<file path="src/sv/cfa_pkg.sv">
// Shared types and constants for the contiguous fit allocator.
// Used by cfa_ctrl, cfa_datapath and contiguous_fit_allocator.
package cfa_pkg;

  localparam int FUNC_W   = 2;
  localparam int FIT_W    = 2;
  localparam int SIZE_W   = 17;
  localparam int CFG_W    = 17;
  localparam int STATUS_W = 3;

  localparam logic [FUNC_W-1:0] FUNC_REQUEST = 2'd0;
  localparam logic [FUNC_W-1:0] FUNC_RELEASE = 2'd1;
  localparam logic [FUNC_W-1:0] FUNC_COMPACT = 2'd2;
  localparam logic [FUNC_W-1:0] FUNC_REPORT  = 2'd3;

  localparam logic [FIT_W-1:0] FIT_FIRST   = 2'd0;
  localparam logic [FIT_W-1:0] FIT_BEST    = 2'd1;
  localparam logic [FIT_W-1:0] FIT_WORST   = 2'd2;
  localparam logic [FIT_W-1:0] FIT_INVALID = 2'd3;

  localparam logic [STATUS_W-1:0] STAT_ALLOC      = 3'd0;
  localparam logic [STATUS_W-1:0] STAT_NOFIT      = 3'd1;
  localparam logic [STATUS_W-1:0] STAT_RELEASED   = 3'd2;
  localparam logic [STATUS_W-1:0] STAT_NOTFOUND   = 3'd3;
  localparam logic [STATUS_W-1:0] STAT_COMPACT_OK = 3'd4;
  localparam logic [STATUS_W-1:0] STAT_RELOC      = 3'd5;
  localparam logic [STATUS_W-1:0] STAT_LISTED     = 3'd6;
  localparam logic [STATUS_W-1:0] STAT_FULL       = 3'd7;

  typedef enum logic [4:0] {
    CMD_NONE,
    CMD_INIT,
    CMD_START,
    CMD_SCAN_REQ,
    CMD_PREP_SHIFT,
    CMD_SHIFT,
    CMD_SPLIT,
    CMD_ALLOC,
    CMD_FAIL_NOFIT,
    CMD_FAIL_FULL,
    CMD_FAIL_NOTFOUND,
    CMD_SCAN_REL,
    CMD_FREE,
    CMD_MERGE_INIT,
    CMD_MERGE,
    CMD_MERGE_FLUSH,
    CMD_EMIT_C4,
    CMD_PACK_INIT,
    CMD_PACK,
    CMD_PACK_TAIL,
    CMD_REPORT
  } cmd_t;

  typedef struct packed {
    logic idx_last;
    logic idx_end;
    logic found;
    logic split;
    logic full;
    logic bad_req;
    logic shift_done;
    logic few_holes;
  } dp_status_t;

endpackage

</file>
<file path="src/sv/cfa_datapath.sv">
// Segment table, scan/shift/merge/pack datapath and result registers.
// Driven by cfa_ctrl commands; uses cfa_pkg.
module cfa_datapath #(
  parameter int MAX_SEGMENTS = 32,
  parameter int ADDR_BITS    = 16,
  parameter int OWNER_BITS   = 8
) (
  input  logic                          clk,
  input  logic                          rst_n,
  input  cfa_pkg::cmd_t                 cmd,
  output cfa_pkg::dp_status_t           status,
  input  logic                          cfg_wr,
  input  logic [cfa_pkg::CFG_W-1:0]     cfg_data,
  input  logic [OWNER_BITS-1:0]         in_owner_id,
  input  logic [cfa_pkg::SIZE_W-1:0]    in_request_size,
  input  logic [cfa_pkg::FIT_W-1:0]     in_fit_strategy,
  output logic                          out_strobe,
  output logic [cfa_pkg::STATUS_W-1:0]  out_status,
  output logic [OWNER_BITS-1:0]         out_owner_out,
  output logic                          out_in_use,
  output logic [ADDR_BITS-1:0]          out_first_address,
  output logic [ADDR_BITS-1:0]          out_last_address,
  output logic                          out_last_item
);

  localparam int IW   = (MAX_SEGMENTS > 1) ? $clog2(MAX_SEGMENTS) : 1;
  localparam int CW   = $clog2(MAX_SEGMENTS + 1);
  localparam int LW   = ADDR_BITS + 1;
  localparam int CMPW = (LW > cfa_pkg::SIZE_W) ? LW : cfa_pkg::SIZE_W;
  localparam logic [ADDR_BITS-1:0] RST_LAST =
    (ADDR_BITS >= 16) ? ADDR_BITS'(17'd65535) : {ADDR_BITS{1'b1}};

  logic [ADDR_BITS-1:0]  st_r [MAX_SEGMENTS];
  logic [ADDR_BITS-1:0]  en_r [MAX_SEGMENTS];
  logic [OWNER_BITS-1:0] ow_r [MAX_SEGMENTS];
  logic                  us_r [MAX_SEGMENTS];

  logic [ADDR_BITS-1:0]  rd_st_r, rd_en_r;
  logic [OWNER_BITS-1:0] rd_ow_r;
  logic                  rd_us_r;

  logic [ADDR_BITS-1:0] msize_last_r, msize_last_nxt;
  logic [CW-1:0] cnt_r, cnt_nxt, idx_r, idx_nxt, wr_r, wr_nxt;
  logic [CW-1:0] holes_r, holes_nxt, usedc_r, usedc_nxt, k_r, k_nxt;
  logic [OWNER_BITS-1:0] own_r, own_nxt;
  logic [cfa_pkg::SIZE_W-1:0] size_r, size_nxt;
  logic [cfa_pkg::FIT_W-1:0] strat_r, strat_nxt;
  logic found_r, found_nxt;
  logic [IW-1:0] pick_r, pick_nxt;
  logic [ADDR_BITS-1:0] pst_r, pst_nxt, pend_r, pend_nxt;
  logic [LW-1:0] blen_r, blen_nxt, addr_r, addr_nxt;
  logic [ADDR_BITS-1:0] mst_r, mst_nxt, men_r, men_nxt;
  logic [OWNER_BITS-1:0] mow_r, mow_nxt;
  logic mus_r, mus_nxt, mv_r, mv_nxt;

  logic o_stb_r, o_stb_nxt, o_use_r, o_use_nxt, o_last_r, o_last_nxt;
  logic [cfa_pkg::STATUS_W-1:0] o_stat_r, o_stat_nxt;
  logic [OWNER_BITS-1:0] o_own_r, o_own_nxt;
  logic [ADDR_BITS-1:0] o_first_r, o_first_nxt, o_lastad_r, o_lastad_nxt;

  logic wr_en;
  logic [IW-1:0] wa, ra;
  logic [ADDR_BITS-1:0] wst, wen, rst_v, ren_v;
  logic [OWNER_BITS-1:0] wow, row_v;
  logic wus, rus_v;
  logic [LW-1:0] rlen, pend_sum;
  logic [CMPW-1:0] rlen_x, size_x, split_sum;
  logic [32:0] cfg_x, cfg_lim;
  logic [ADDR_BITS-1:0] cfg_last;

  // read data of entry idx_r, fetched at the edge that loads idx_r
  assign ra     = idx_nxt[IW-1:0];
  assign rst_v  = rd_st_r;
  assign ren_v  = rd_en_r;
  assign row_v  = rd_ow_r;
  assign rus_v  = rd_us_r;
  assign rlen   = {1'b0, ren_v} - {1'b0, rst_v} + LW'(1);
  assign rlen_x = CMPW'(rlen);
  assign size_x = CMPW'(size_r);
  assign split_sum = CMPW'(pst_r) + size_x;
  assign pend_sum  = addr_r + rlen - LW'(1);

  assign cfg_x   = 33'(cfg_data);
  assign cfg_lim = 33'(1) << ADDR_BITS;
  always_comb begin
    if (cfg_x == '0) begin
      cfg_last = '0;
    end else if (cfg_x > cfg_lim) begin
      cfg_last = '1;
    end else begin
      cfg_last = ADDR_BITS'(cfg_x - 33'(1));
    end
  end

  always_comb begin
    msize_last_nxt = cfg_wr ? cfg_last : msize_last_r;
    cnt_nxt = cnt_r;  idx_nxt = idx_r;  wr_nxt = wr_r;
    holes_nxt = holes_r;  usedc_nxt = usedc_r;  k_nxt = k_r;
    own_nxt = own_r;  size_nxt = size_r;  strat_nxt = strat_r;
    found_nxt = found_r;  pick_nxt = pick_r;
    pst_nxt = pst_r;  pend_nxt = pend_r;  blen_nxt = blen_r;  addr_nxt = addr_r;
    mst_nxt = mst_r;  men_nxt = men_r;  mow_nxt = mow_r;  mus_nxt = mus_r;
    mv_nxt = mv_r;
    o_stb_nxt = 1'b0;  o_stat_nxt = o_stat_r;  o_own_nxt = o_own_r;
    o_use_nxt = o_use_r;  o_first_nxt = o_first_r;  o_lastad_nxt = o_lastad_r;
    o_last_nxt = o_last_r;
    wr_en = 1'b0;  wa = '0;  wst = '0;  wen = '0;  wow = '0;  wus = 1'b0;
    case (cmd)
      cfa_pkg::CMD_INIT: begin
        wr_en = 1'b1;  wen = msize_last_r;
        cnt_nxt = CW'(1);
      end
      cfa_pkg::CMD_START: begin
        own_nxt = in_owner_id;  size_nxt = in_request_size;
        strat_nxt = in_fit_strategy;
        idx_nxt = '0;  found_nxt = 1'b0;  pick_nxt = '0;
      end
      cfa_pkg::CMD_SCAN_REQ: begin
        if (!rus_v && rlen_x >= size_x &&
            (!found_r || (strat_r == cfa_pkg::FIT_BEST && rlen < blen_r) ||
             (strat_r == cfa_pkg::FIT_WORST && rlen > blen_r))) begin
          found_nxt = 1'b1;  pick_nxt = idx_r[IW-1:0];
          pst_nxt = rst_v;  pend_nxt = ren_v;  blen_nxt = rlen;
        end
        idx_nxt = idx_r + 1'b1;
      end
      cfa_pkg::CMD_PREP_SHIFT: begin
        wr_nxt = cnt_r;
        idx_nxt = cnt_r - 1'b1;
      end
      cfa_pkg::CMD_SHIFT: begin
        wr_en = 1'b1;  wa = wr_r[IW-1:0];
        wst = rst_v;  wen = ren_v;  wow = row_v;  wus = rus_v;
        wr_nxt = wr_r - 1'b1;
        idx_nxt = idx_r - 1'b1;
      end
      cfa_pkg::CMD_SPLIT: begin
        wr_en = 1'b1;  wa = pick_r + 1'b1;
        wst = split_sum[ADDR_BITS-1:0];  wen = pend_r;
        cnt_nxt = cnt_r + 1'b1;
        pend_nxt = ADDR_BITS'(split_sum - CMPW'(1));
      end
      cfa_pkg::CMD_ALLOC: begin
        wr_en = 1'b1;  wa = pick_r;
        wst = pst_r;  wen = pend_r;  wow = own_r;  wus = 1'b1;
        o_stb_nxt = 1'b1;  o_stat_nxt = cfa_pkg::STAT_ALLOC;  o_own_nxt = own_r;
        o_use_nxt = 1'b1;  o_first_nxt = pst_r;  o_lastad_nxt = pend_r;
        o_last_nxt = 1'b1;
      end
      cfa_pkg::CMD_FAIL_NOFIT, cfa_pkg::CMD_FAIL_FULL,
      cfa_pkg::CMD_FAIL_NOTFOUND: begin
        o_stb_nxt = 1'b1;  o_own_nxt = own_r;  o_use_nxt = 1'b0;
        o_first_nxt = '0;  o_lastad_nxt = '0;  o_last_nxt = 1'b1;
        if (cmd == cfa_pkg::CMD_FAIL_NOFIT) begin
          o_stat_nxt = cfa_pkg::STAT_NOFIT;
        end else if (cmd == cfa_pkg::CMD_FAIL_FULL) begin
          o_stat_nxt = cfa_pkg::STAT_FULL;
        end else begin
          o_stat_nxt = cfa_pkg::STAT_NOTFOUND;
        end
      end
      cfa_pkg::CMD_SCAN_REL: begin
        if (!found_r && rus_v && row_v == own_r) begin
          found_nxt = 1'b1;  pick_nxt = idx_r[IW-1:0];
          pst_nxt = rst_v;  pend_nxt = ren_v;
        end
        idx_nxt = idx_r + 1'b1;
      end
      cfa_pkg::CMD_FREE: begin
        wr_en = 1'b1;  wa = pick_r;  wst = pst_r;  wen = pend_r;
        o_stb_nxt = 1'b1;  o_stat_nxt = cfa_pkg::STAT_RELEASED;  o_own_nxt = own_r;
        o_use_nxt = 1'b0;  o_first_nxt = pst_r;  o_lastad_nxt = pend_r;
        o_last_nxt = 1'b1;
      end
      cfa_pkg::CMD_MERGE_INIT: begin
        idx_nxt = '0;  wr_nxt = '0;  holes_nxt = '0;  usedc_nxt = '0;
        mv_nxt = 1'b0;
      end
      cfa_pkg::CMD_MERGE: begin
        if (!mv_r) begin
          mst_nxt = rst_v;  men_nxt = ren_v;  mow_nxt = row_v;  mus_nxt = rus_v;
          mv_nxt = 1'b1;
        end else if (!mus_r && !rus_v) begin
          men_nxt = ren_v;
        end else begin
          wr_en = 1'b1;  wa = wr_r[IW-1:0];
          wst = mst_r;  wen = men_r;  wow = mow_r;  wus = mus_r;
          wr_nxt = wr_r + 1'b1;
          if (mus_r) begin
            usedc_nxt = usedc_r + 1'b1;
          end else begin
            holes_nxt = holes_r + 1'b1;
          end
          mst_nxt = rst_v;  men_nxt = ren_v;  mow_nxt = row_v;  mus_nxt = rus_v;
        end
        idx_nxt = idx_r + 1'b1;
      end
      cfa_pkg::CMD_MERGE_FLUSH: begin
        wr_en = 1'b1;  wa = wr_r[IW-1:0];
        wst = mst_r;  wen = men_r;  wow = mow_r;  wus = mus_r;
        if (mus_r) begin
          usedc_nxt = usedc_r + 1'b1;
        end else begin
          holes_nxt = holes_r + 1'b1;
        end
        cnt_nxt = wr_r + 1'b1;
      end
      cfa_pkg::CMD_EMIT_C4: begin
        o_stb_nxt = 1'b1;  o_stat_nxt = cfa_pkg::STAT_COMPACT_OK;  o_own_nxt = '0;
        o_use_nxt = 1'b0;  o_first_nxt = '0;  o_lastad_nxt = '0;  o_last_nxt = 1'b1;
      end
      cfa_pkg::CMD_PACK_INIT: begin
        idx_nxt = '0;  wr_nxt = '0;  addr_nxt = '0;  k_nxt = '0;
      end
      cfa_pkg::CMD_PACK: begin
        if (rus_v) begin
          wr_en = 1'b1;  wa = wr_r[IW-1:0];
          wst = addr_r[ADDR_BITS-1:0];  wen = pend_sum[ADDR_BITS-1:0];
          wow = row_v;  wus = 1'b1;
          o_stb_nxt = 1'b1;  o_stat_nxt = cfa_pkg::STAT_RELOC;  o_own_nxt = row_v;
          o_use_nxt = 1'b1;  o_first_nxt = addr_r[ADDR_BITS-1:0];
          o_lastad_nxt = pend_sum[ADDR_BITS-1:0];
          o_last_nxt = (k_r == usedc_r - 1'b1);
          wr_nxt = wr_r + 1'b1;  k_nxt = k_r + 1'b1;  addr_nxt = addr_r + rlen;
        end
        idx_nxt = idx_r + 1'b1;
      end
      cfa_pkg::CMD_PACK_TAIL: begin
        wr_en = 1'b1;  wa = wr_r[IW-1:0];
        wst = addr_r[ADDR_BITS-1:0];  wen = msize_last_r;
        cnt_nxt = wr_r + 1'b1;
      end
      cfa_pkg::CMD_REPORT: begin
        o_stb_nxt = 1'b1;  o_stat_nxt = cfa_pkg::STAT_LISTED;
        o_own_nxt = rus_v ? row_v : '0;  o_use_nxt = rus_v;
        o_first_nxt = rst_v;  o_lastad_nxt = ren_v;
        o_last_nxt = (idx_r == cnt_r - 1'b1);
        idx_nxt = idx_r + 1'b1;
      end
      default: begin
      end
    endcase
  end

  always_ff @(posedge clk) begin
    if (wr_en) begin
      st_r[wa] <= wst;
      en_r[wa] <= wen;
      ow_r[wa] <= wow;
      us_r[wa] <= wus;
    end
    rd_st_r <= st_r[ra];
    rd_en_r <= en_r[ra];
    rd_ow_r <= ow_r[ra];
    rd_us_r <= us_r[ra];
  end

  always_ff @(posedge clk) begin
    if (!rst_n) begin
      msize_last_r <= RST_LAST;
      cnt_r        <= CW'(1);
      o_stb_r      <= 1'b0;
    end else begin
      msize_last_r <= msize_last_nxt;
      cnt_r        <= cnt_nxt;
      o_stb_r      <= o_stb_nxt;
    end
  end

  always_ff @(posedge clk) begin
    idx_r <= idx_nxt;  wr_r <= wr_nxt;
    holes_r <= holes_nxt;  usedc_r <= usedc_nxt;  k_r <= k_nxt;
    own_r <= own_nxt;  size_r <= size_nxt;  strat_r <= strat_nxt;
    found_r <= found_nxt;  pick_r <= pick_nxt;
    pst_r <= pst_nxt;  pend_r <= pend_nxt;  blen_r <= blen_nxt;  addr_r <= addr_nxt;
    mst_r <= mst_nxt;  men_r <= men_nxt;  mow_r <= mow_nxt;  mus_r <= mus_nxt;
    mv_r <= mv_nxt;
    o_stat_r <= o_stat_nxt;  o_own_r <= o_own_nxt;  o_use_r <= o_use_nxt;
    o_first_r <= o_first_nxt;  o_lastad_r <= o_lastad_nxt;  o_last_r <= o_last_nxt;
  end

  assign status.idx_last   = (idx_r == cnt_r - 1'b1);
  assign status.idx_end    = (idx_r == cnt_r);
  assign status.found      = found_r;
  assign status.split      = (CMPW'(blen_r) > size_x);
  assign status.full       = (cnt_r >= CW'(MAX_SEGMENTS));
  assign status.bad_req    = (strat_r == cfa_pkg::FIT_INVALID) || (size_r == '0);
  assign status.shift_done = (wr_r == CW'(pick_r) + 1'b1);
  assign status.few_holes  = (holes_r < CW'(2));

  assign out_strobe        = o_stb_r;
  assign out_status        = o_stat_r;
  assign out_owner_out     = o_own_r;
  assign out_in_use        = o_use_r;
  assign out_first_address = o_first_r;
  assign out_last_address  = o_lastad_r;
  assign out_last_item     = o_last_r;

endmodule

</file>
<file path="src/sv/cfa_ctrl.sv">
// Operation sequencer for the contiguous fit allocator.
// Issues cfa_pkg::cmd_t commands to cfa_datapath from its status.
module cfa_ctrl (
  input  logic                       clk,
  input  logic                       rst_n,
  input  logic                       start,
  input  logic                       cfg_wr,
  input  logic [cfa_pkg::FUNC_W-1:0] in_func,
  input  cfa_pkg::dp_status_t        status,
  output cfa_pkg::cmd_t              cmd,
  output logic                       busy
);

  typedef enum logic [3:0] {
    S_INIT, S_IDLE, S_REQ_SCAN, S_REQ_DEC, S_SHIFT, S_ALLOC,
    S_REL_SCAN, S_REL_DEC, S_MINIT, S_MERGE, S_CDEC, S_PACK, S_PTAIL, S_REPORT
  } state_t;

  state_t state_r, state_nxt;
  logic   cmp_r, cmp_nxt, busy_r;

  always_comb begin
    state_nxt = state_r;
    cmp_nxt   = cmp_r;
    cmd       = cfa_pkg::CMD_NONE;
    case (state_r)
      S_INIT: begin
        cmd = cfa_pkg::CMD_INIT;
        state_nxt = S_IDLE;
      end
      S_IDLE: begin
        if (cfg_wr) begin
          state_nxt = S_INIT;
        end else if (start) begin
          cmd = cfa_pkg::CMD_START;
          case (in_func)
            cfa_pkg::FUNC_REQUEST: state_nxt = S_REQ_SCAN;
            cfa_pkg::FUNC_RELEASE: begin
              state_nxt = S_REL_SCAN;
              cmp_nxt = 1'b0;
            end
            cfa_pkg::FUNC_COMPACT: begin
              state_nxt = S_MINIT;
              cmp_nxt = 1'b1;
            end
            default: state_nxt = S_REPORT;
          endcase
        end
      end
      S_REQ_SCAN: begin
        cmd = cfa_pkg::CMD_SCAN_REQ;
        if (status.idx_last) state_nxt = S_REQ_DEC;
      end
      S_REQ_DEC: begin
        if (status.bad_req || !status.found) begin
          cmd = cfa_pkg::CMD_FAIL_NOFIT;
          state_nxt = S_IDLE;
        end else if (status.split && status.full) begin
          cmd = cfa_pkg::CMD_FAIL_FULL;
          state_nxt = S_IDLE;
        end else if (status.split) begin
          cmd = cfa_pkg::CMD_PREP_SHIFT;
          state_nxt = S_SHIFT;
        end else begin
          state_nxt = S_ALLOC;
        end
      end
      S_SHIFT: begin
        if (status.shift_done) begin
          cmd = cfa_pkg::CMD_SPLIT;
          state_nxt = S_ALLOC;
        end else begin
          cmd = cfa_pkg::CMD_SHIFT;
        end
      end
      S_ALLOC: begin
        cmd = cfa_pkg::CMD_ALLOC;
        state_nxt = S_IDLE;
      end
      S_REL_SCAN: begin
        cmd = cfa_pkg::CMD_SCAN_REL;
        if (status.idx_last) state_nxt = S_REL_DEC;
      end
      S_REL_DEC: begin
        if (status.found) begin
          cmd = cfa_pkg::CMD_FREE;
          state_nxt = S_MINIT;
        end else begin
          cmd = cfa_pkg::CMD_FAIL_NOTFOUND;
          state_nxt = S_IDLE;
        end
      end
      S_MINIT: begin
        cmd = cfa_pkg::CMD_MERGE_INIT;
        state_nxt = S_MERGE;
      end
      S_MERGE: begin
        if (status.idx_end) begin
          cmd = cfa_pkg::CMD_MERGE_FLUSH;
          state_nxt = cmp_r ? S_CDEC : S_IDLE;
        end else begin
          cmd = cfa_pkg::CMD_MERGE;
        end
      end
      S_CDEC: begin
        if (status.few_holes) begin
          cmd = cfa_pkg::CMD_EMIT_C4;
          state_nxt = S_IDLE;
        end else begin
          cmd = cfa_pkg::CMD_PACK_INIT;
          state_nxt = S_PACK;
        end
      end
      S_PACK: begin
        cmd = cfa_pkg::CMD_PACK;
        if (status.idx_last) state_nxt = S_PTAIL;
      end
      S_PTAIL: begin
        cmd = cfa_pkg::CMD_PACK_TAIL;
        state_nxt = S_IDLE;
      end
      S_REPORT: begin
        cmd = cfa_pkg::CMD_REPORT;
        if (status.idx_last) state_nxt = S_IDLE;
      end
      default: state_nxt = S_IDLE;
    endcase
  end

  always_ff @(posedge clk) begin
    if (!rst_n) begin
      state_r <= S_INIT;
      cmp_r   <= 1'b0;
      busy_r  <= 1'b1;
    end else begin
      state_r <= state_nxt;
      cmp_r   <= cmp_nxt;
      busy_r  <= (state_nxt != S_IDLE);
    end
  end

  assign busy = busy_r;

endmodule

</file>
<file path="src/sv/contiguous_fit_allocator.sv">
// Contiguous fit allocator top level: cfa_ctrl sequencer plus cfa_datapath.
// Depends on cfa_pkg.
//
// Usage: pulse start with in_func and its operands while busy is low; the word
// is taken on that edge and busy rises on the next cycle until the operation
// ends. Results appear on the out_ ports, each qualified by
// out_strobe for exactly one cycle; out_last_item marks the final one. The
// receiver cannot stall, so results are simply presented and consumed.
// A request scans the table, then shifts the entries above the picked hole
// when that hole splits; a release scans for the owner's segment, then runs a
// merge pass over the free holes; compact merges, then packs the used segments
// when two or more holes remain; a report lists one segment per cycle. The
// segment table has one write port and one registered read port.
// cfg_data sets memory_size via cfg_valid/cfg_ready, accepted only while idle
// with start low; the table is then reset to one hole. After reset the block is
// busy while it loads a single hole of the reset memory size.
module contiguous_fit_allocator #(
  parameter int MAX_SEGMENTS = 32,
  parameter int ADDR_BITS    = 16,
  parameter int OWNER_BITS   = 8
) (
  input  logic                          clk,
  input  logic                          rst_n,
  input  logic                          start,
  output logic                          busy,
  input  logic [cfa_pkg::FUNC_W-1:0]    in_func,
  input  logic [OWNER_BITS-1:0]         in_owner_id,
  input  logic [cfa_pkg::SIZE_W-1:0]    in_request_size,
  input  logic [cfa_pkg::FIT_W-1:0]     in_fit_strategy,
  input  logic                          cfg_valid,
  output logic                          cfg_ready,
  input  logic [cfa_pkg::CFG_W-1:0]     cfg_data,
  output logic                          out_strobe,
  output logic [cfa_pkg::STATUS_W-1:0]  out_status,
  output logic [OWNER_BITS-1:0]         out_owner_out,
  output logic                          out_in_use,
  output logic [ADDR_BITS-1:0]          out_first_address,
  output logic [ADDR_BITS-1:0]          out_last_address,
  output logic                          out_last_item
);

  cfa_pkg::cmd_t       cmd;
  cfa_pkg::dp_status_t status;
  logic                cfg_wr;
  logic                busy_i;

  assign cfg_ready = !busy_i && !start;
  assign cfg_wr    = cfg_valid && cfg_ready;
  assign busy      = busy_i;

  cfa_ctrl u_ctrl (
    .clk     (clk),
    .rst_n   (rst_n),
    .start   (start),
    .cfg_wr  (cfg_wr),
    .in_func (in_func),
    .status  (status),
    .cmd     (cmd),
    .busy    (busy_i)
  );

  cfa_datapath #(
    .MAX_SEGMENTS (MAX_SEGMENTS),
    .ADDR_BITS    (ADDR_BITS),
    .OWNER_BITS   (OWNER_BITS)
  ) u_dp (
    .clk               (clk),
    .rst_n             (rst_n),
    .cmd               (cmd),
    .status            (status),
    .cfg_wr            (cfg_wr),
    .cfg_data          (cfg_data),
    .in_owner_id       (in_owner_id),
    .in_request_size   (in_request_size),
    .in_fit_strategy   (in_fit_strategy),
    .out_strobe        (out_strobe),
    .out_status        (out_status),
    .out_owner_out     (out_owner_out),
    .out_in_use        (out_in_use),
    .out_first_address (out_first_address),
    .out_last_address  (out_last_address),
    .out_last_item     (out_last_item)
  );

endmodule

</file>
<file path="config.mk">
export PLATFORM = sky130hd
export DESIGN_NAME = contiguous_fit_allocator
export DESIGN_NICKNAME = d
export VERILOG_FILES = /design/src/sv/cfa_pkg.sv /design/src/sv/cfa_datapath.sv /design/src/sv/cfa_ctrl.sv /design/src/sv/contiguous_fit_allocator.sv
export SDC_FILE = /design/constraint.sdc
export NUM_CORES = 2
export LEC_CHECK = 0
export BUFFER_PORTS_ARGS = -buffer_cell sky130_fd_sc_hd__buf_2
export CAP_MARGIN = 20
export CORE_AREA = 4 4 397 595
export CTS_BUF_LIST = sky130_fd_sc_hd__clkbuf_2 sky130_fd_sc_hd__clkbuf_4 sky130_fd_sc_hd__clkbuf_8
export DETAILED_ROUTE_END_ITERATION = 10
export DIE_AREA = 0 0 401 599
export PLACE_DENSITY = 0.55
export SLEW_MARGIN = 20
export SYNTH_ARGS = -nofsm -noshare
export SYNTH_HDL_FRONTEND = slang
export SYNTH_SLANG_ARGS = --single-unit
export TNS_END_PERCENT = 5
</file>
<file path="constraint.sdc">
create_clock -name clk -period 7.3 [get_ports clk]
set_clock_uncertainty 0.2 [all_clocks]
set_input_delay 0.365 -clock clk [delete_from_list [all_inputs] [get_ports clk]]
set_output_delay 0.365 -clock clk [all_outputs]
set_load 0.01 [all_outputs]
</file>
# ---- After elaboration in Yosys (flattened, before gate mapping)
# Memory sizes are Yosys's and may differ from the RTL's. A register that Yosys moved wholly into a read port is not among the register bits.
# Index checks and enable logic that the tools add are counted.
dict set report totals {
  reg_bits 245
  mem_bits_rw 1312
  input_bits 50
  out_inout_bits 48
  elab_cells 286
  memories 4
}
# name depth word_bits rd rd_ports_with_merged_regs wr line_no
set mem_list {}
lappend mem_list {u_dp.en_r 32 16 1 1 1 cfa_datapath.sv:34} ;# logic [ADDR_BITS-1:0] en_r [MAX_SEGMENTS];
lappend mem_list {u_dp.st_r 32 16 1 1 1 cfa_datapath.sv:33} ;# logic [ADDR_BITS-1:0] st_r [MAX_SEGMENTS];
lappend mem_list {u_dp.ow_r 32 8 1 1 1 cfa_datapath.sv:35} ;# logic [OWNER_BITS-1:0] ow_r [MAX_SEGMENTS];
lappend mem_list {u_dp.us_r 32 1 1 1 1 cfa_datapath.sv:36} ;# logic us_r [MAX_SEGMENTS];
dict set report classes {
  addsub 19
  magnitude_cmp 7
  n_eq_ne 50
  mux 106
  bitwise 1
  n_reduce_logical 67
}
# operator n
set op_table {}
lappend op_table {{$mux W16} 16}
lappend op_table {{$pmux W16 S4} 2}
lappend op_table {{$pmux W16 S7} 1}
lappend op_table {{$pmux W16 S6} 1}
lappend op_table {{$pmux W5 S14} 1}
lappend op_table {{$mux W6} 10}
lappend op_table {{$pmux W6 S3} 3}
lappend op_table {{$mux W4} 13}
lappend op_table {{$mux W8} 6}
lappend op_table {{$pmux W16 S3} 1}
lappend op_table {{$sub A16 B1 Y16 const B} 3}
lappend op_table {{$pmux W4 S11} 1}
lappend op_table {{$eq A5 B4 Y1 const B} 8}
lappend op_table {{$mux W5} 8}
lappend op_table {{$pmux W8 S5} 1}
lappend op_table {{$add A6 B1 Y6 const B} 6}
lappend op_table {{$gt A17 B17 Y1} 2}
lappend op_table {{$pmux W17 S2} 1}
lappend op_table {{$logic_not A33 Y1} 1}
lappend op_table {{$pmux W16 S2} 1}
lappend op_table {{$pmux W8 S4} 1}
lappend op_table {{$pmux W6 S5} 1}
lappend op_table {{$eq A5 B5 Y1 const B} 5}
lappend op_table {{$pmux W5 S5} 1}
lappend op_table {{60 further kinds} 156}

# ---- Depth between registers and ports, before layout
dict set report logic_depth {
  ltp_word 10
  ltp_mapped 27
  mapped_depth_nobuf 27
}

# ---- Cells and area by module
# From an unflattened synthesis, not the netlist that was laid out.
dict set report unflattened {
  hier_cells 4995
  area_unflattened_um2 67937.7
}
# mod instances cells_each area_per_inst_um2
set modules_own_cells {}
lappend modules_own_cells {cfa_datapath 1 4892 67255.8}
lappend modules_own_cells {cfa_ctrl 1 101 665.6}
lappend modules_own_cells {contiguous_fit_allocator 1 2 16.3}

# ---- Worst setup path after synthesis
# No wires, ideal clock.
dict set report synth_path {
  path_kind {reg-to-reg}
  start {register u_dp.size_r[15] (netlist name)}
  end {memory u_dp.en_r[11][0] (enable)}
  setup_time_ns 0.490
  t_arrival_ns 6.388
  required_ns 6.610
  slack_ns 0.221
  path_stages_with_launch 16
  path_buffers 3
  synth_period_minus_slack_ns 7.079
  path_cell_list {edfxtp_1 > inv_1 > ha_1 > nand4_2 > nor4_1 > a221o_1 > or3_1 > clkbuf_1 > a211o_1 > or3_1 > buf_2 > o2111ai_2 > a222oi_1 > or2_2 > clkbuf_1 > nor3_1}
}
dict set report synth_via {
  elab_chain_cells 10
  elab_cells_between_ends 25
}
# element line_no
set synth_rtl {}
lappend synth_rtl {{start: declaration} cfa_datapath.sv:46} ;# logic [cfa_pkg::SIZE_W-1:0] size_r, size_nxt;
lappend synth_rtl {{start signal: assignment} cfa_datapath.sv:273} ;# own_r <= own_nxt; size_r <= size_nxt; strat_r <= strat_nxt;
lappend synth_rtl {{$gt A17 B17 Y1 / $logic_not A17 Y1 (equally long branches)} {cfa_datapath.sv:285, cfa_datapath.sv:287}}
lappend synth_rtl {{$mux W3, or another cell as far along} cfa_ctrl.sv:61} ;# end else if (status.split) begin
lappend synth_rtl {{$mux W5 / $logic_or A1 B1 Y1 (equally long branches)} {cfa_ctrl.sv:58, cfa_ctrl.sv:55}}
lappend synth_rtl {{$mux W5 (*)} cfa_ctrl.sv:55} ;# if (status.bad_req || !status.found) begin
lappend synth_rtl {{$pmux W5 S14 (*)} cfa_ctrl.sv:26} ;# case (state_r)
lappend synth_rtl {{$eq A5 B1 Y1, or another cell as far along} cfa_datapath.sv:108} ;# case (cmd)
lappend synth_rtl {{$reduce_or A7 Y1 (no source line)} -}
lappend synth_rtl {{$pmux W1 S3} cfa_datapath.sv:108}
lappend synth_rtl {{$mux W1} cfa_datapath.sv:246} ;# if (wr_en) begin
lappend synth_rtl {{$mux W1 (not written as such)} cfa_datapath.sv:248} ;# en_r[wa] <= wen;
lappend synth_rtl {{end: declaration} cfa_datapath.sv:34}
# Mark *: on every way between the ends. The rest lies on a longest branch, timed or not.

# ---- Worst setup path in the final report
dict set report layout_path {
  start {register u_dp.size_r[11] (netlist name)}
  end {register u_dp.rd_st_r[10] (read register of u_dp.st_r)}
}
dict set report layout_via {
  elab_chain_cells 8
  elab_cells_between_ends 22
}
# element line_no
set layout_rtl {}
lappend layout_rtl {{$gt A17 B17 Y1 / $logic_not A17 Y1 (equally long branches)} {cfa_datapath.sv:285, cfa_datapath.sv:287}}
lappend layout_rtl {{$mux W3, or another cell as far along} cfa_ctrl.sv:61}
lappend layout_rtl {{$mux W5 / $logic_or A1 B1 Y1 (equally long branches)} {cfa_ctrl.sv:58, cfa_ctrl.sv:55}}
lappend layout_rtl {{$mux W5 (*)} cfa_ctrl.sv:55}
lappend layout_rtl {{$pmux W5 S14 (*)} cfa_ctrl.sv:26}
lappend layout_rtl {{$eq A5 B5 Y1, or another cell as far along} cfa_datapath.sv:108}
lappend layout_rtl {{$reduce_or A5 Y1 (no source line) / $reduce_or A3 Y1 (equally long branches)} -}
lappend layout_rtl {{$pmux W6 S4 (*)} cfa_datapath.sv:108}
lappend layout_rtl {{end: declaration} cfa_datapath.sv:38} ;# logic [ADDR_BITS-1:0] rd_st_r, rd_en_r;
# Marks and branches as above.
# A chain may end at the register's enable or synchronous reset.

==> metrics.md <==
| Metric | Value |
|---|---|
| H-tree levels | `4` |
| Main synth FF type | `edfxtp_1` |
| Synth area leader | `edfxtp_1` |
| Final min period | `6.87 ns` |
| DR iter-0 viols | `4832` |
| Total CTS buffers | `roughly 230` |
| Req. time, crit path | `between 7 and 8 ns` |
| Crit start category | `register` |
| Seq cells post-synth | `between 1500 and 2000` |
| Synthesized area | `slightly below 70000 um2` |
| PD cells | `between 400 and 500 nW/um2` |
| Worst Setup End Kind | `register` |
| Dpl cell area | `around 74000 um2` |
| Final period util | `0.942` |
| Routed len/inst | `between 20 and 30 um` |
| Fmax | `~150 MHz` |
| WP data arrival | `7.46 ns` |
| Vias/cell | `around 5.4` |
| Initial Util | `0.300` |
| Syn avg cell area | `~13 um2` |
| Worst slew pin tran | `1.15 ns` |
| Hold crit path type | `input port to register` |
| Reg2Reg Depth | `22` |
| CTS tree | `done` |
| Clock transition at path regs | `roughly 0.070 ns` |
| Final HPWL DP | `138 mm` |
| Post-Route Setup TNS | `0 ns` |
| Root Buffer | `clkbuf_8` |
| DRC | `0` |
| Core area | `231000 um2` |
| # port buffers | `between 90 and 100` |
| Hold Path End | `u_dp.own_r[7]$_DFFE_PP_` |
| DR vias | `approximately 47000` |
| Hold Startpoint | `in_owner_id[7]` |
| Synth Net Count | `5416` |
| Final WL | `about 230 mm` |
| Cell variety after synth | `95` |
| Final setup viols | `0` |
| ANT nets after route | `0` |
| Worst-Skew Late Latency | `about 0.97 ns` |
| Layout cells sized above 1 | `0.159` |
| R2R setup slack | `between 0.4 and 0.5 ns` |
| Reg-to-reg endpoint | `u_dp.rd_st_r[10]$_DFF_P_` |
| Max_slew headroom | `0.230` |
| Worst-path fanout max | `28` |
| CP Class | `register to register` |
| Leak pwr | `approximately 28 nW` |
| Largest net degree at the start of global routing | `between 100 and 150` |
| Number of synthesized flops with an enable pin | `~1500` |
| TritonRoute pass-1 iters | `8` |
| First-pass GRT wire length | `between 300 and 400 mm` |
| WL met2 | `between 100 and 150 mm` |
| M1 WL | `around 86 mm` |
| Die Y-Extent | `roughly 600 um` |
| Post-cts gate resize count | `0` |
| Total of max-cap violations | `0` |
| Die footprint | `around 240000 um2` |
| Top-level I/O count | `approximately 100` |
| Hold_ws | `about 0.050 ns` |
| Num rows | `between 200 and 250` |
| Outcome | `finished, final reports clean` |
| Final hold vios | `0` |
| Largest cells by area after synthesis | `edfxtp_1 66%, nand2_1 4.0%, ha_1 2.4%, dfxtp_1 2.1%, nand3_1 1.8%` |
| Fin util | `0.347` |
| Maximum VDD drop | `about 0.39 mV` |
| Initial antenna violation count | `4` |
| RR Startpoint | `u_dp.size_r[11]$_DFFE_PP_` |
| Syn. warnings | `0` |
| Clock sinks | `between 1500 and 2000` |
| Number of global-route vias before repair | `about 47000` |
| CTS max path bufs | `4` |
| Area delta synth->final | `15.9%` |
| Layout Nets | `5715` |
| Top-area cell type share of the netlist area | `0.661` |
| Top routing layer in use | `met4` |
| Die Wd | `approximately 400 um` |
| Sequential-to-total area share from yosys stat | `0.683` |
| Met3 routed WL | `13.6 mm` |
| RSZ-0062 raised after global routing | `false` |
| Worst hold stages | `2` |
| GP Congestion | `0.865` |
| Ys async rst share | `0` |
| Max Slew Vio Count | `0` |
| Post-route cell area | `80100 um2` |
| Total gr overflow | `0` |
| Synth Instances | `approximately 5200` |
| Gr usage total | `0.186` |
==> flip-flops by register name, summed over array words and instances (netlist names), 16 cells and up, named ones only <==
name / flops
u_dp.addr_r: 16
u_dp.blen_r: 17
u_dp.en_r: 512
u_dp.men_r: 16
u_dp.msize_last_r: 16
u_dp.mst_r: 16
u_dp.out_first_address: 16
u_dp.out_last_address: 16
u_dp.ow_r: 256
u_dp.pend_r: 16
u_dp.pst_r: 16
u_dp.rd_en_r: 16
u_dp.rd_st_r: 16
u_dp.size_r: 17
u_dp.st_r: 512
u_dp.us_r: 32
==> cells by family (layout without fill, tap and decap cells) <==
group / after synthesis / after routing / synth area share
fa+ha+maj: 138 / 138 / 0.0254
simple gates: 1779 / 1779 / 0.122
xor+xnor: 138 / 138 / 0.0175
buf+inv: 487 / 965 / 0.0309
compound gates: 985 / 985 / 0.106
flops: 1597 / 1597 / 0.683
other cells: 0 / 1 / 0
mux: 104 / 104 / 0.0158
==> Yosys cell counts, types with 59 or more instances <==
library cell	count
nand3_1	253
a221o_1	59
nor3_1	83
o21ai_0	153
xnor2_1	80
clkbuf_1	167
nand4_1	134
a211oi_1	125
dfxtp_1	74
nor2_1	276
o2111ai_1	82
a21oi_1	111
a31o_2	59
and3_1	132
edfxtp_1	1523
buf_2	140
inv_1	136
mux2i_1	63
ha_1	134
nand2_1	732
==> through the flow <==
stage	worst slack [ns]	power, mW	cells
3_3_place_gp	0.639	25.1	8231
2_1_floorplan	0.221	20.0	5228
6_report	0.426	32.5	8759
3_5_place_dp	0.490	25.2	8233
4_1_cts	0.422	32.6	8758
5_1_grt	0.0201	34.1	8759
==> power breakdown <==
part	switching, mW	internal (mW)	total (mW)
Sequential	0.559	10.8	11.3
Clock	3.49	3.83	7.32
Combinational	9.27	4.63	13.9
==> layout by cell type (no fill, tap or decap), types with 23 or more instances in the layout <==
| master | instances |
|---|---|
| clkinv_2 | 34 |
| a21oi_1 | 110 |
| mux2_2 | 41 |
| a31o_2 | 59 |
| clkbuf_8 | 249 |
| buf_4 | 163 |
| o211ai_1 | 40 |
| clkbuf_4 | 80 |
| inv_1 | 136 |
| buf_12 | 40 |
| o2111ai_1 | 82 |
| dlygate4sd3_1 | 117 |
| edfxtp_1 | 1523 |
| a211oi_1 | 125 |
| o21ai_0 | 153 |
| mux2i_1 | 63 |
| a31o_1 | 23 |
| a32oi_1 | 42 |
| buf_2 | 98 |
| o22ai_1 | 44 |
| clkinv_1 | 27 |
| nand4_1 | 134 |
| nor3_2 | 51 |
| nand2_1 | 730 |
| a222oi_1 | 55 |
| nor2_4 | 25 |
| nor2_1 | 250 |
| a31oi_1 | 49 |
| xnor2_1 | 80 |
| xor2_1 | 58 |
| and3_1 | 132 |
| ha_1 | 134 |
| nor3_1 | 73 |
| nand3_1 | 251 |
| a221o_1 | 59 |
| nor2b_1 | 23 |
| dfxtp_1 | 74 |
==> worst max-delay path by stage <==
stage | startpoint | to | slack (ns) | cells after the start
floorplan | u_dp.size_r[15]$_DFFE_PP_ | u_dp.en_r[11][0]$_DFFE_PP_ | 0.22 | 15
global placement | u_dp.rd_en_r[1]$_DFF_P_ | u_dp.en_r[2][14]$_DFFE_PP_ | 0.64 | 21
detailed placement | u_dp.size_r[11]$_DFFE_PP_ | u_dp.rd_st_r[8]$_DFF_P_ | 0.49 | 22
CTS | u_dp.size_r[11]$_DFFE_PP_ | u_dp.rd_st_r[10]$_DFF_P_ | 0.42 | 22
global route | u_dp.size_r[11]$_DFFE_PP_ | u_dp.rd_st_r[10]$_DFF_P_ | 0.02 | 22
finish | u_dp.size_r[11]$_DFFE_PP_ | u_dp.rd_st_r[10]$_DFF_P_ | 0.43 | 22
==> layer usage <==
metal,global-route usage,vias up
met2,0.337,1960
met1,0.214,24000
met4,0.0977,0
li1,-,20700
met5,0,-
met3,0.0239,571
==> worst max-delay path, cell delays in order, from the launching register on <==
cell and delay [ns]:
edfxtp_1 0.43, inv_1 0.12, ha_1 0.25, nand4_1 0.18, nor4_1 0.10, a221o_1 0.47, or3_1 0.49, a31oi_2 0.32
or3_1 0.21, nand2_1 0.18, nor3_1 0.69, ha_1 0.36, a21o_1 0.17, a21oi_1 0.20, xnor2_1 0.09, a21oi_1 0.50
and2_2 0.28, buf_4 0.47, buf_4 0.42, o2111ai_1 0.18, o2111ai_1 0.12, a221o_1 0.19, nor3_2 0.05
==> final cells by class <==
type / count / area, um2
tap: 3052 / 3820
timing repair buffer: 418 / 3690
multi-input combinational: 3144 / 20200
antenna: 1 / 2.50
clock inverter: 79 / 608
sequential: 1597 / 47200
clock buffer: 329 / 4030
inverter: 139 / 534
fill: 22500 / 151000
==> repair_timing <==
item,in CTS,in global routing
hold buffers,117,0
hold endpoints to repair,62,0
setup buffers,0,0
Note: power is estimated with default switching activity, not from simulation.
